`config.mk`:
```
export PLATFORM = sky130hd
export DESIGN_NAME = script_lexer_token_stream_unit
export DESIGN_NICKNAME = d
export VERILOG_FILES = /design/src/hw/rtl/slx_pkg.sv /design/src/hw/rtl/slx_core.sv /design/src/hw/rtl/slx_result_fifo.sv /design/src/hw/rtl/script_lexer_token_stream_unit.sv
export SDC_FILE = /design/constraint.sdc
export NUM_CORES = 1
export LEC_CHECK = 0
export ABC_AREA = 0
export BUFFER_PORTS_ARGS = -buffer_cell sky130_fd_sc_hd__buf_4
export CORE_ASPECT_RATIO = 1.5
export CORE_UTILIZATION = 58
export CTS_BUF_LIST = sky130_fd_sc_hd__clkbuf_16
export CTS_CLUSTER_DIAMETER = 40
export DETAILED_ROUTE_END_ITERATION = 16
export GPL_ROUTABILITY_DRIVEN = 0
export PLACE_DENSITY_LB_ADDON = 0.1
export SLEW_MARGIN = 20
export SYNTH_ARGS = -nofsm -noshare
export SYNTH_HDL_FRONTEND = slang
export SYNTH_SLANG_ARGS = --single-unit
export TNS_END_PERCENT = 50
```
`constraint.sdc`:
```
create_clock -name clk -period 7.9 [get_ports clk]
set_input_delay 2.37 -clock clk [delete_from_list [all_inputs] [get_ports clk]]
set_output_delay 2.37 -clock clk [all_outputs]
set_load 0.02 [all_outputs]
```
`src/hw/rtl/slx_pkg.sv`:
```
`default_nettype none
package slx_pkg;

  // Width of the internal line and column counters; reported in 16 bits.
  localparam int POS_BITS   = 16;
  localparam int FIELD_BITS = 16;

  typedef logic [POS_BITS-1:0]   pos_t;
  typedef logic [FIELD_BITS-1:0] field_t;
  typedef logic [4:0]            kind_t;

  localparam pos_t   POS_MAX = '1;
  localparam pos_t   POS_ONE = POS_BITS'(1);
  localparam field_t LEN_MAX = '1;

  // Token kinds
  localparam kind_t K_LPAREN   = 5'd0;
  localparam kind_t K_RPAREN   = 5'd1;
  localparam kind_t K_LBRACK   = 5'd2;
  localparam kind_t K_RBRACK   = 5'd3;
  localparam kind_t K_SEMI     = 5'd4;
  localparam kind_t K_COMMA    = 5'd5;
  localparam kind_t K_LBRACE   = 5'd6;
  localparam kind_t K_RBRACE   = 5'd7;
  localparam kind_t K_PERCENT  = 5'd8;
  localparam kind_t K_AMP      = 5'd9;
  localparam kind_t K_PLUS_EQ  = 5'd10;
  localparam kind_t K_INCR     = 5'd11;
  localparam kind_t K_PLUS     = 5'd12;
  localparam kind_t K_MINUS_EQ = 5'd13;
  localparam kind_t K_DECR     = 5'd14;
  localparam kind_t K_MINUS    = 5'd15;
  localparam kind_t K_STAR_EQ  = 5'd16;
  localparam kind_t K_STAR     = 5'd17;
  localparam kind_t K_LE       = 5'd18;
  localparam kind_t K_LT       = 5'd19;
  localparam kind_t K_GE       = 5'd20;
  localparam kind_t K_GT       = 5'd21;
  localparam kind_t K_EQ_EQ    = 5'd22;
  localparam kind_t K_ASSIGN   = 5'd23;
  localparam kind_t K_NOT_EQ   = 5'd24;
  localparam kind_t K_NOT      = 5'd25;
  localparam kind_t K_SLASH_EQ = 5'd26;
  localparam kind_t K_SLASH    = 5'd27;
  localparam kind_t K_IDENT    = 5'd28;
  localparam kind_t K_INT      = 5'd29;
  localparam kind_t K_REAL     = 5'd30;

  typedef enum logic [1:0] {
    MODE_NORMAL,
    MODE_LINE,
    MODE_BLOCK,
    MODE_BLOCK_STAR
  } mode_t;

  typedef enum logic [3:0] {
    PEND_NONE,
    PEND_PLUS,
    PEND_MINUS,
    PEND_STAR,
    PEND_LT,
    PEND_GT,
    PEND_EQ,
    PEND_BANG,
    PEND_SLASH
  } pend_t;

  typedef enum logic [2:0] {
    CLS_START,
    CLS_INT,
    CLS_REAL,
    CLS_EXP_NEED,
    CLS_EXP,
    CLS_FSUF,
    CLS_ID
  } cls_t;

  typedef struct packed {
    kind_t  kind;
    field_t line;
    field_t col;
    field_t len;
    logic   last;
  } tok_t;

  // Up to two tokens produced by one step, first one in slot first.
  typedef struct packed {
    logic [1:0] count;
    tok_t       first;
    tok_t       second;
  } emit_t;

  localparam int FIFO_DEPTH = 4;
  localparam int FIFO_AW    = $clog2(FIFO_DEPTH);
  localparam int FIFO_CW    = $clog2(FIFO_DEPTH + 1);

  function automatic field_t pos_field(pos_t p);
    logic [31:0] w;
    w = 32'(p);
    return w[FIELD_BITS-1:0];
  endfunction

endpackage
`default_nettype wire

```
`src/hw/rtl/slx_core.sv`:
```
`default_nettype none
module slx_core
  import slx_pkg::*;
(
  input  wire logic       clk,
  input  wire logic       rst,
  input  wire logic       step,
  input  wire logic [7:0] char_code,
  input  wire logic       end_of_text,
  output emit_t           emit
);

  localparam logic [7:0] CH_LF    = 8'h0A;
  localparam logic [7:0] CH_TAB   = 8'h09;
  localparam logic [7:0] CH_CR    = 8'h0D;
  localparam logic [7:0] CH_SPACE = 8'h20;

  mode_t  mode, mode_next;
  pend_t  pend, pend_next;
  cls_t   cls, cls_next;
  field_t word_len, word_len_next;
  pos_t   line, line_next;
  pos_t   col, col_next;
  pos_t   start, start_next;

  logic  is_blank, sk_valid, pend_hit, consumed, word_held;
  kind_t sk_kind, word_kind;
  pend_t oc;

  function automatic cls_t class_next(cls_t c_in, logic [7:0] c);
    logic digit, is_e, is_f, dot;
    cls_t r;
    digit = (c >= "0") && (c <= "9");
    is_e  = c inside {"e", "E"};
    is_f  = c inside {"f", "F"};
    dot   = (c == ".");
    r     = CLS_ID;
    case (c_in)
      CLS_START: begin
        if (is_e || is_f) r = CLS_ID;
        else if (digit) r = CLS_INT;
        else if (dot) r = CLS_REAL;
      end
      CLS_INT: begin
        if (digit) r = CLS_INT;
        else if (dot) r = CLS_REAL;
        else if (is_e) r = CLS_EXP_NEED;
      end
      CLS_REAL: begin
        if (digit) r = CLS_REAL;
        else if (is_e) r = CLS_EXP_NEED;
        else if (is_f) r = CLS_FSUF;
      end
      CLS_EXP_NEED, CLS_EXP: begin
        if (digit) r = CLS_EXP;
        else if (is_f) r = CLS_FSUF;
      end
      default: r = CLS_ID;
    endcase
    return r;
  endfunction

  function automatic kind_t single_of(pend_t p);
    case (p)
      PEND_PLUS:  return K_PLUS;
      PEND_MINUS: return K_MINUS;
      PEND_STAR:  return K_STAR;
      PEND_LT:    return K_LT;
      PEND_GT:    return K_GT;
      PEND_EQ:    return K_ASSIGN;
      PEND_BANG:  return K_NOT;
      default:    return K_SLASH;
    endcase
  endfunction

  function automatic kind_t eq_of(pend_t p);
    case (p)
      PEND_PLUS:  return K_PLUS_EQ;
      PEND_MINUS: return K_MINUS_EQ;
      PEND_STAR:  return K_STAR_EQ;
      PEND_LT:    return K_LE;
      PEND_GT:    return K_GE;
      PEND_EQ:    return K_EQ_EQ;
      PEND_BANG:  return K_NOT_EQ;
      default:    return K_SLASH_EQ;
    endcase
  endfunction

  // Character decode
  always_comb begin
    is_blank = char_code inside {CH_SPACE, CH_LF, CH_TAB, CH_CR};
    sk_valid = 1'b1;
    case (char_code)
      "(":     sk_kind = K_LPAREN;
      ")":     sk_kind = K_RPAREN;
      "[":     sk_kind = K_LBRACK;
      "]":     sk_kind = K_RBRACK;
      ";":     sk_kind = K_SEMI;
      ",":     sk_kind = K_COMMA;
      "{":     sk_kind = K_LBRACE;
      "}":     sk_kind = K_RBRACE;
      "%":     sk_kind = K_PERCENT;
      "&":     sk_kind = K_AMP;
      default: begin
        sk_kind  = K_LPAREN;
        sk_valid = 1'b0;
      end
    endcase
    case (char_code)
      "+":     oc = PEND_PLUS;
      "-":     oc = PEND_MINUS;
      "*":     oc = PEND_STAR;
      "<":     oc = PEND_LT;
      ">":     oc = PEND_GT;
      "=":     oc = PEND_EQ;
      "!":     oc = PEND_BANG;
      "/":     oc = PEND_SLASH;
      default: oc = PEND_NONE;
    endcase
    pend_hit = (char_code == "=")
             || (pend == PEND_PLUS && char_code == "+")
             || (pend == PEND_MINUS && char_code == "-")
             || (pend == PEND_SLASH && (char_code == "/" || char_code == "*"));
    consumed  = (pend != PEND_NONE) && pend_hit;
    word_held = (cls != CLS_START);
    case (cls)
      CLS_INT:                     word_kind = K_INT;
      CLS_REAL, CLS_EXP, CLS_FSUF: word_kind = K_REAL;
      default:                     word_kind = K_IDENT;
    endcase
  end

  // Next state
  always_comb begin
    mode_next     = mode;
    pend_next     = pend;
    cls_next      = cls;
    word_len_next = word_len;
    line_next     = line;
    col_next      = col;
    start_next    = start;
    if (end_of_text) begin
      mode_next     = MODE_NORMAL;
      pend_next     = PEND_NONE;
      cls_next      = CLS_START;
      word_len_next = '0;
      line_next     = POS_ONE;
      col_next      = POS_ONE;
      start_next    = '0;
    end else begin
      case (mode)
        MODE_LINE: begin
          if (char_code == CH_LF) mode_next = MODE_NORMAL;
        end
        MODE_BLOCK: begin
          if (char_code == "*") mode_next = MODE_BLOCK_STAR;
        end
        MODE_BLOCK_STAR: begin
          if (char_code == "/") mode_next = MODE_NORMAL;
          else if (char_code != "*") mode_next = MODE_BLOCK;
        end
        default: begin
          pend_next = PEND_NONE;
          if (consumed && char_code == "/") mode_next = MODE_LINE;
          if (consumed && char_code == "*") mode_next = MODE_BLOCK;
          if (!consumed) begin
            if (is_blank || sk_valid || oc != PEND_NONE) begin
              word_len_next = '0;
              cls_next      = CLS_START;
              if (oc != PEND_NONE) begin
                pend_next  = oc;
                start_next = col;
              end
            end else begin
              if (word_len == '0) start_next = col;
              if (word_len != LEN_MAX) word_len_next = word_len + 1'b1;
              cls_next = class_next(cls, char_code);
            end
          end
        end
      endcase
      if (char_code == CH_LF) begin
        if (line != POS_MAX) line_next = line + 1'b1;
        col_next = POS_ONE;
      end else if (col != POS_MAX) begin
        col_next = col + 1'b1;
      end
    end
  end

  // Token outputs
  always_comb begin
    logic opv, wv, sv;
    tok_t op_tok, word_tok, sk_tok;
    opv = 1'b0;
    wv  = 1'b0;
    sv  = 1'b0;
    op_tok.kind   = single_of(pend);
    op_tok.line   = pos_field(line);
    op_tok.col    = pos_field(start);
    op_tok.len    = FIELD_BITS'(1);
    op_tok.last   = 1'b0;
    word_tok.kind = word_kind;
    word_tok.line = pos_field(line);
    word_tok.col  = pos_field(start);
    word_tok.len  = word_len;
    word_tok.last = 1'b0;
    sk_tok.kind   = sk_kind;
    sk_tok.line   = pos_field(line);
    sk_tok.col    = pos_field(col);
    sk_tok.len    = FIELD_BITS'(1);
    sk_tok.last   = 1'b1;
    if (mode == MODE_NORMAL) begin
      if (end_of_text) begin
        opv = (pend != PEND_NONE);
        wv  = (pend == PEND_NONE) && word_held;
      end else begin
        if (pend != PEND_NONE) begin
          opv = !(consumed && (char_code == "/" || char_code == "*"));
          if (char_code == "=") begin
            op_tok.kind = eq_of(pend);
            op_tok.len  = FIELD_BITS'(2);
          end else if (pend == PEND_PLUS && char_code == "+") begin
            op_tok.kind = K_INCR;
            op_tok.len  = FIELD_BITS'(2);
          end else if (pend == PEND_MINUS && char_code == "-") begin
            op_tok.kind = K_DECR;
            op_tok.len  = FIELD_BITS'(2);
          end
        end
        if (!consumed) begin
          wv = word_held && (is_blank || sk_valid || oc != PEND_NONE);
          sv = sk_valid;
        end
      end
    end
    emit.second = sk_tok;
    if (opv) emit.first = op_tok;
    else if (wv) emit.first = word_tok;
    else emit.first = sk_tok;
    if (opv || wv) begin
      emit.count      = sv ? 2'd2 : 2'd1;
      emit.first.last = !sv;
    end else begin
      emit.count = sv ? 2'd1 : 2'd0;
    end
  end

  always_ff @(posedge clk) begin
    if (rst) begin
      mode     <= MODE_NORMAL;
      pend     <= PEND_NONE;
      cls      <= CLS_START;
      word_len <= '0;
      line     <= POS_ONE;
      col      <= POS_ONE;
      start    <= '0;
    end else if (step) begin
      mode     <= mode_next;
      pend     <= pend_next;
      cls      <= cls_next;
      word_len <= word_len_next;
      line     <= line_next;
      col      <= col_next;
      start    <= start_next;
    end
  end

endmodule
`default_nettype wire

```
`src/hw/rtl/slx_result_fifo.sv`:
```
`default_nettype none
module slx_result_fifo
  import slx_pkg::*;
(
  input  wire logic  clk,
  input  wire logic  rst,
  input  wire logic  push,
  input  wire emit_t emit,
  input  wire logic  pop,
  output tok_t       head,
  output logic       head_valid,
  output logic       room
);

  tok_t                 mem [FIFO_DEPTH];
  logic [FIFO_AW-1:0]   wr_ptr, rd_ptr;
  logic [FIFO_CW-1:0]   count;
  logic [FIFO_CW-1:0]   push_n;
  logic                 do_pop;

  assign head       = mem[rd_ptr];
  assign head_valid = (count != '0);
  // Room for a worst-case step of two tokens
  assign room       = (count <= FIFO_CW'(FIFO_DEPTH - 2));
  assign push_n     = push ? FIFO_CW'(emit.count) : '0;
  assign do_pop     = pop && head_valid;

  always_ff @(posedge clk) begin
    if (push && emit.count != 2'd0) mem[wr_ptr] <= emit.first;
    if (push && emit.count == 2'd2) mem[wr_ptr + 1'b1] <= emit.second;
  end

  always_ff @(posedge clk) begin
    if (rst) begin
      wr_ptr <= '0;
      rd_ptr <= '0;
      count  <= '0;
    end else begin
      wr_ptr <= wr_ptr + FIFO_AW'(push_n);
      if (do_pop) rd_ptr <= rd_ptr + 1'b1;
      count  <= count + push_n - FIFO_CW'(do_pop);
    end
  end

endmodule
`default_nettype wire

```
`src/hw/rtl/script_lexer_token_stream_unit.sv`:
```
// Channel  Dir  Handshake              Payload
// src      in   src_valid/src_stall    char_code, end_of_text
// tok      out  tok_valid/tok_stall    token_kind, line_number, start_column,
//                                      token_length, last_of_run
//
// One character item is taken per cycle while src_stall is low. An accepted
// item sits in the input register until the FIFO has room; at the edge that
// advances it, the lexer core updates its state and writes zero, one or two
// tokens into a four-entry result FIFO, whose head is shown on tok.
// The FIFO read port drains one token a cycle while tok_stall is low, so
// the two tokens of an item that produces two leave one after the other.
// Reset (rst, synchronous) returns the lexer to line 1, column 1 and empties
// the FIFO. src_stall rises when the input register is held because the FIFO
// has fewer than two free entries.
`default_nettype none
module script_lexer_token_stream_unit
  import slx_pkg::*;
(
  input  wire logic        clk,
  input  wire logic        rst,
  input  wire logic        src_valid,
  output logic             src_stall,
  input  wire logic [7:0]  char_code,
  input  wire logic        end_of_text,
  output logic             tok_valid,
  input  wire logic        tok_stall,
  output logic [4:0]       token_kind,
  output logic [15:0]      line_number,
  output logic [15:0]      start_column,
  output logic [15:0]      token_length,
  output logic             last_of_run
);

  // Input register
  logic       hold_full;
  logic [7:0] hold_char;
  logic       hold_eot;

  logic  room;
  logic  step;
  logic  src_take;
  emit_t emit;
  tok_t  head;

  // Advance the held item only when the FIFO can take a full step
  assign step      = hold_full && room;
  assign src_stall = hold_full && !room;
  assign src_take  = src_valid && !src_stall;

  always_ff @(posedge clk) begin
    if (rst) begin
      hold_full <= 1'b0;
    end else if (src_take) begin
      hold_full <= 1'b1;
    end else if (step) begin
      hold_full <= 1'b0;
    end
  end

  // Payload: load on accept, no reset needed
  always_ff @(posedge clk) begin
    if (src_take) begin
      hold_char <= char_code;
      hold_eot  <= end_of_text;
    end
  end

  slx_core u_core (
    .clk         (clk),
    .rst         (rst),
    .step        (step),
    .char_code   (hold_char),
    .end_of_text (hold_eot),
    .emit        (emit)
  );

  slx_result_fifo u_fifo (
    .clk        (clk),
    .rst        (rst),
    .push       (step),
    .emit       (emit),
    .pop        (!tok_stall),
    .head       (head),
    .head_valid (tok_valid),
    .room       (room)
  );

  assign token_kind   = head.kind;
  assign line_number  = head.line;
  assign start_column = head.col;
  assign token_length = head.len;
  assign last_of_run  = head.last;

endmodule
`default_nettype wire

```
==> results of run 1 <==
cell type report:
cell class              instances  area, um2
repair buffers                 80      600.6
flip-flops and latches        308       7702
clock inverters                26      246.5
well taps                     328      410.4
inverters                      27      111.4
multi-input cells             844       6515
clock buffers                  35      875.8
fillers                      1974       8589
cells in the final DEF, fill, tap and decap left out, types with 17 or more instances in the layout:
master	Yosys	layout
a21oi_1	48	47
buf_4	9	80
mux4_2	54	54
clkbuf_16	0	35
nand3b_1	17	17
nand2b_1	25	25
and2_1	68	68
edfxtp_1	153	153
o21ai_0	21	21
a22o_1	124	124
inv_1	26	27
xnor2_1	33	33
nand3_1	22	22
nor3_1	31	31
nand2_1	43	43
and3_1	23	23
dfxtp_1	155	153
nor2_1	117	117
power breakdown:
part | switching, mW | total (mW) | internal [mW]
clock | 0.648 | 1.59 | 0.943
sequential | 0.0985 | 1.83 | 1.73
combinational | 0.450 | 0.818 | 0.368
per-stage QoR:
step	hold WS, ns	worst slack, ns	power, mW	utilization	area [um2]
after floorplan	0.4395	2.992	2.416	-	14810
after global placement	0.4557	3.060	2.673	0.6116	15320
after detailed placement	0.4608	2.951	2.685	0.6116	15320
after CTS	0.4787	2.721	4.266	0.6564	16440
after global routing	0.4888	2.584	4.395	0.6571	16460
final	0.4777	2.784	4.236	0.6571	16460
metal layers:
| layer | wire length [um] | up-vias | track usage |
|---|---|---|---|
| met2 | 18610 | 335 | 0.5023 |
| met3 | 1522 | 93 | 0.03635 |
| met5 | 0 | - | 0 |
| li1 | - | 4887 | - |
| met1 | 13270 | 5153 | 0.2933 |
| met4 | 1342 | 0 | 0.1264 |
critical path, delay by kind of cell (launching register included):
kind / cells / cell delay [ns]
buf+inv: 2 / 0.82
flops: 1 / 0.67
mux: 1 / 0.65
Yosys cell counts (7+ instances only):
library cell,number
nand4_1,11
nand2_1,43
nor2_1,117
buf_4,9
a21oi_1,48
nand3b_1,17
or3_1,11
buf_6,7
nand2b_1,25
o21ai_0,21
nand3_1,22
xor2_1,15
inv_1,26
o22ai_1,13
mux4_2,54
nor4_1,15
and2_1,68
xnor2_1,33
a22o_1,124
ha_1,11
buf_2,17
dfxtp_1,155
a211oi_1,16
clkbuf_1,68
and3_1,23
nor3_1,31
edfxtp_1,153
a31oi_1,14
sequential cells by signal (all words and copies together), names as in the netlist, named ones only:
name,count
u_core.col,16
u_core.pend,4
u_fifo.mem,216
hold_char,8
u_core.mode,2
u_core.line,16
u_core.start,16
u_fifo.rd_ptr,2
u_core.cls,3
hold_full,1
u_core.word_len,16
hold_eot,1
u_fifo.count,3
u_fifo.wr_ptr,2
cell families (layout without fill, tap and decap cells):
family,count (synthesis),count (layout),synth area share
mux,57,57,0.08416
xor+xnor,48,48,0.02839
flops,308,308,0.5198
fa+ha+maj,12,12,0.01065
buf+inv,133,168,0.04149
compound gates,298,298,0.1557
simple gates,429,429,0.1598
final timing paths:
kind,start,to,cells past startpoint
hold reg to reg,u_fifo.mem[1][7],u_fifo.mem[1][7],1
setup / recovery,flip-flop,token_kind[0],3
hold / removal,u_fifo.mem[1][7],u_fifo.mem[1][7],1
setup reg to reg,hold_char[4],u_fifo.mem[3][34],12
==> results.md, run 1 <==
* Outcome: completed
* Post-layout net count at 1320
* Startpoint Class: flip-flop
* Later-pin clock latency in the skew report at 0.53 ns
* #FFs+latches synth at 308
* Hold Fails Final Rpt at 0
* Placed cell count at 1587
* CORE AREA at 25050 um2
* Crit end category: primary output
* Via Count at 10468
* Min-delay worst type: reg -> reg
* Slew @ Worst Pin at 1.087 ns
* Seq/Total Area, Yosys at 0.5198
* CTS tree: done
* Hpwl dp at 22030 um
* WP data required at 5.53 ns
* Yosys warns at 0
* Reg clk slew, reported paths at 0.06 ns
* Post-Synthesis Net Count at 1310
* Post-CTS Setup Bufs at 0
* First drt pass iteration count at 5
* Sink Count at 308
* Grt total ovfl at 0
* Ant. Diodes at 0
* Total CTS buffers at 34
* R2r setup slk at 2.83 ns
* Avg Vias per Cell at 6.352
* I/O pins at 69
* Final WL at 34750 um
* Mapped Cells at 1285
* GRT Total Usage at 0.2664
* Post-synth cell types at 79
* Full die area at 26190 um2
* Synth Area per Inst at 11.52 um2
* Synth Flop Type: dfxtp_1
* Clock Path Buffers at 3
* Number of synthesized flops with an enable pin at 153
* Initial core utilization at 0.5911
* CP max FO at 30
* DRC at 0
* Max Cap Violations at 0
* Wirelength per Cell at 21.09 um
* Max H-tree Level at 2
* Yosys top cell area share at 0.3103
* LEAKAGE at 5.815 nW
* PD cells at 257.3 nW/um2
* RSZ-0062 raised after global routing: no
* PortBufs at 68
* Vias in the first global route at 10326
* Syn Std Cell Area at 14810 um2
* Die Width at 132.5 um
* Setup Crit Path Kind: reg -> out
* Min cycle time layout at 5.116 ns
* Layout Cells excl Fill at 1648
* Post-synth top area cell: edfxtp_1
* Max Slew Vio Count at 0
* CP arrival at 2.75 ns
* Rows at 71
* Antenna viol nets, final at 0
* First-pass GRT wire length at 54210 um
* Max VDD drop at 0.0002034 V
* Initial DRC Count at 737
* Post-CTS resize count at 0
* Crit path cell chain: buf_4 -> mux4_2 -> buf_4
* Final period utilization at 0.6475
* Final setup violation count at 0
* Crit path max-delay cell type: dfxtp_4
* Crit path largest cell delay at 0.67 ns
* Most used cell, CP: buf_4
* Largest net degree at the start of global routing at 53
* Setup TNS at 0 ns
* Clock root buffer: clkbuf_16
* Initial antenna violation count at 0
* Fmax at 195.5 MHz
* Height of the chip at 197.7 um
* # hold bufs at CTS at 0
* Layout cell share with drive strength beyond 1 at 0.1727
* Synth-to-Final Area Change at 11.17%
* Asr flop ratio synth at 0
* Post-Route Skew at 0.02235 ns
* Synth top area cells: edfxtp_1 31%, dfxtp_1 21%, mux4_2 8.2%, a22o_1 7.3%, nor2_1 3.0%
* Worst slew margin at 0.2740
(Power assumes the default switching activity.)
==> inputs of run 2 (changes only) <==
CORE_UTILIZATION = 56   (was 58)
clock period = 4.5 ns   (was 7.9 ns; I/O delays follow)
==> run 2 against run 1 <==
  * Setup slack worse by 2.6 ns
  * Sequential share of layout area is 0.90 points lower
  * Count of clock-buffer cells in the layout stayed put
  * Clock power is 72% higher
  * Global-route usage is 0.76 points lower
  * Design area is 2.0% higher
  * Power is 75% higher
  * Register-to-register slack worse by 2.6 ns
  * First-iteration DRC count is 5.7% lower
  * Final cell count is 2.0% higher
  * Clock skew is 0.0085 ns lower
  * Largest power group unchanged
==> results.md, run 2 (synthesized netlist as in run 1, its figures left out) <==
* Crit path largest cell delay at 0.77 ns (+0.10 ns)
* Final Total Pwr at 7.411 mW (+75%)
* CP arrival at 4.73 ns (+1.98 ns)
* CORE AREA at 25850 um2 (+3.2%)
* Fmax at 233.1 MHz
* CP max FO at 16 (-47%)
* Max Slew Vio Count at 0 (unchanged)
* Die Width at 134.8 um (+1.7%)
* Min-delay worst type: reg -> reg
* Reg clk slew, reported paths at 0.06 ns (about the same)
* Number of flip-flops in the largest register at 216 (unchanged)
* Largest net degree at the start of global routing at 55 (+3.8%)
* Antenna viol nets, final at 0 (unchanged)
* Startpoint Class: flip-flop
* Outcome: completed
* Final WL at 34350 um (-1.2%)
* Synth-to-Final Area Change at 13.35%
* Initial DRC Count at 695 (-5.7%)
* Slew @ Worst Pin at 0.8234 ns (-0.2636 ns)
* Top reg by flops: u_fifo.mem
* Later-pin clock latency in the skew report at 0.58 ns (+0.05 ns)
* CTS tree: done
* Via Count at 10457 (-0.11%)
* WP data required at 4.94 ns (-0.59 ns)
* Ant. Diodes at 0 (unchanged)
* Total CTS buffers at 31 (-8.8%)
* Hold Fails Final Rpt at 0 (unchanged)
* Min cycle time layout at 4.290 ns
* PD cells at 441.5 nW/um2 (+72%)
* PortBufs at 68 (unchanged)
* Post-CTS Setup Bufs at 0 (unchanged)
* LEAKAGE at 5.983 nW (+2.9%)
* FILL cells at 2011 (+1.9%)
* Full die area at 27110 um2 (+3.5%)
* Final Cell Area at 16780 um2 (+2.0%)
* RSZ-0062 raised after global routing: no
* Crit end category: flip-flop
* Crit path cell chain: or4b_1 -> nor3_1 -> a311oi_1 -> nand3_2 -> o211a_4 -> inv_8 -> ha_1 -> or4_1 -> nor2_4 -> a22o_1
* # hold bufs at CTS at 0 (unchanged)
* I/O pins at 69 (unchanged)
* Crit path max-delay cell type: or4_1
* Hpwl dp at 22490 um (+2.1%)
* Rows at 72 (+1.4%)
* Height of the chip at 201.2 um (+1.8%)
* CP Buf/Inv Count at 1 (-1)
* Post-layout net count at 1348 (+2.1%)
* DRC at 0 (unchanged)
* DP Area at 15660 um2 (+2.2%)
* Initial core utilization at 0.5727 (-0.01836)
* Final setup violation count at 0 (unchanged)
* Final period utilization at 0.9534
* CP delay by family, top: simple AND/OR/NAND/NOR gates
* Post-CTS resize count at 0 (unchanged)
* Grt total ovfl at 0 (unchanged)
* Commonest cells after routing, fill and taps aside: 153 x edfxtp_1, 153 x dfxtp_1, 124 x a22o_1
* Max Cap Violations at 0 (unchanged)
* Worst slew margin at 0.4460 (+0.1720)
* Post-Route Skew at 0.01388 ns (-0.008473 ns)
* Max H-tree Level at 1 (-1)
* First-pass GRT wire length at 55100 um (+1.6%)
* Avg Vias per Cell at 6.221 (-2.1%)
* Clock Path Buffers at 3 (unchanged)
* First drt pass iteration count at 5 (unchanged)
* Sink Count at 308 (unchanged)
* Layout cell share with drive strength beyond 1 at 0.1936 (+0.02089)
* Max VDD drop at 0.0003616 V (+78%)
* Vias in the first global route at 10257 (-0.67%)
* Setup TNS at 0 ns (unchanged)
* Wirelength per Cell at 20.43 um (-3.1%)
* Initial antenna violation count at 0 (unchanged)
* Setup Crit Path Kind: reg -> reg
* GRT Total Usage at 0.2588 (-0.007641)
* Clock root buffer: clkbuf_16
[run 2: metal layers]
layer  share of wire  wire length, um  GRT usage
met4           0.037             1284     0.1087
met5               0                0          0
met2            0.53            18170     0.4652
met1            0.38            13210     0.3090
met3           0.049             1685    0.03074
[run 2: through the flow]
step | std cells | setup WS [ns] | hold slack [ns] | utilization
6_report | 1681 | 0.2098 | 0.4772 | 0.6492
5_1_grt | 1681 | 0.01830 | 0.4893 | 0.6492
4_1_cts | 1681 | 0.2556 | 0.4803 | 0.6492
3_5_place_dp | 1623 | 0.2772 | 0.4584 | 0.6057
3_3_place_gp | 1623 | 0.3673 | 0.4552 | 0.6057
2_1_floorplan | 1285 | -0.2079 | 0.4395 | -
[run 2: where the power goes]
part / switching [mW] / internal, mW
Clock: 1.18 / 1.56
Combinational: 0.852 / 0.677
Sequential: 0.110 / 3.03
Total: 2.14 / 5.27
[run 2: area by class of cell]
class	instances	area (um2)	share of cell area
Clock buffer	35	875.8	0.05218
Sequential cell	308	7702	0.4589
Clock inverter	23	247.7	0.01476
Inverter	27	108.9	0.006485
Multi-Input combinational cell	844	6500	0.3873
Tap cell	333	416.7	0.02482
Timing Repair Buffer	111	933.4	0.05561
[run 2: final timing paths]
kind              cells after the start               from                end  slack [ns]
setup / recovery                     10       hold_char[7]  u_fifo.mem[0][21]        0.21
hold / removal                        1  u_fifo.mem[3][53]  u_fifo.mem[3][53]        0.48
setup reg to reg                     10       hold_char[7]  u_fifo.mem[0][21]        0.21
hold reg to reg                       1  u_fifo.mem[3][53]  u_fifo.mem[3][53]        0.48
[run 2: worst reg2reg max path, cell delays in order (launching register included)]
cell and delay [ns]:
edfxtp_1 0.51, or4b_1 0.73, nor3_1 0.33, a311oi_1 0.14, nand3_2 0.22, o211a_4 0.34, inv_8 0.08, ha_1 0.27
or4_1 0.77, nor2_4 0.54, a22o_1 0.22
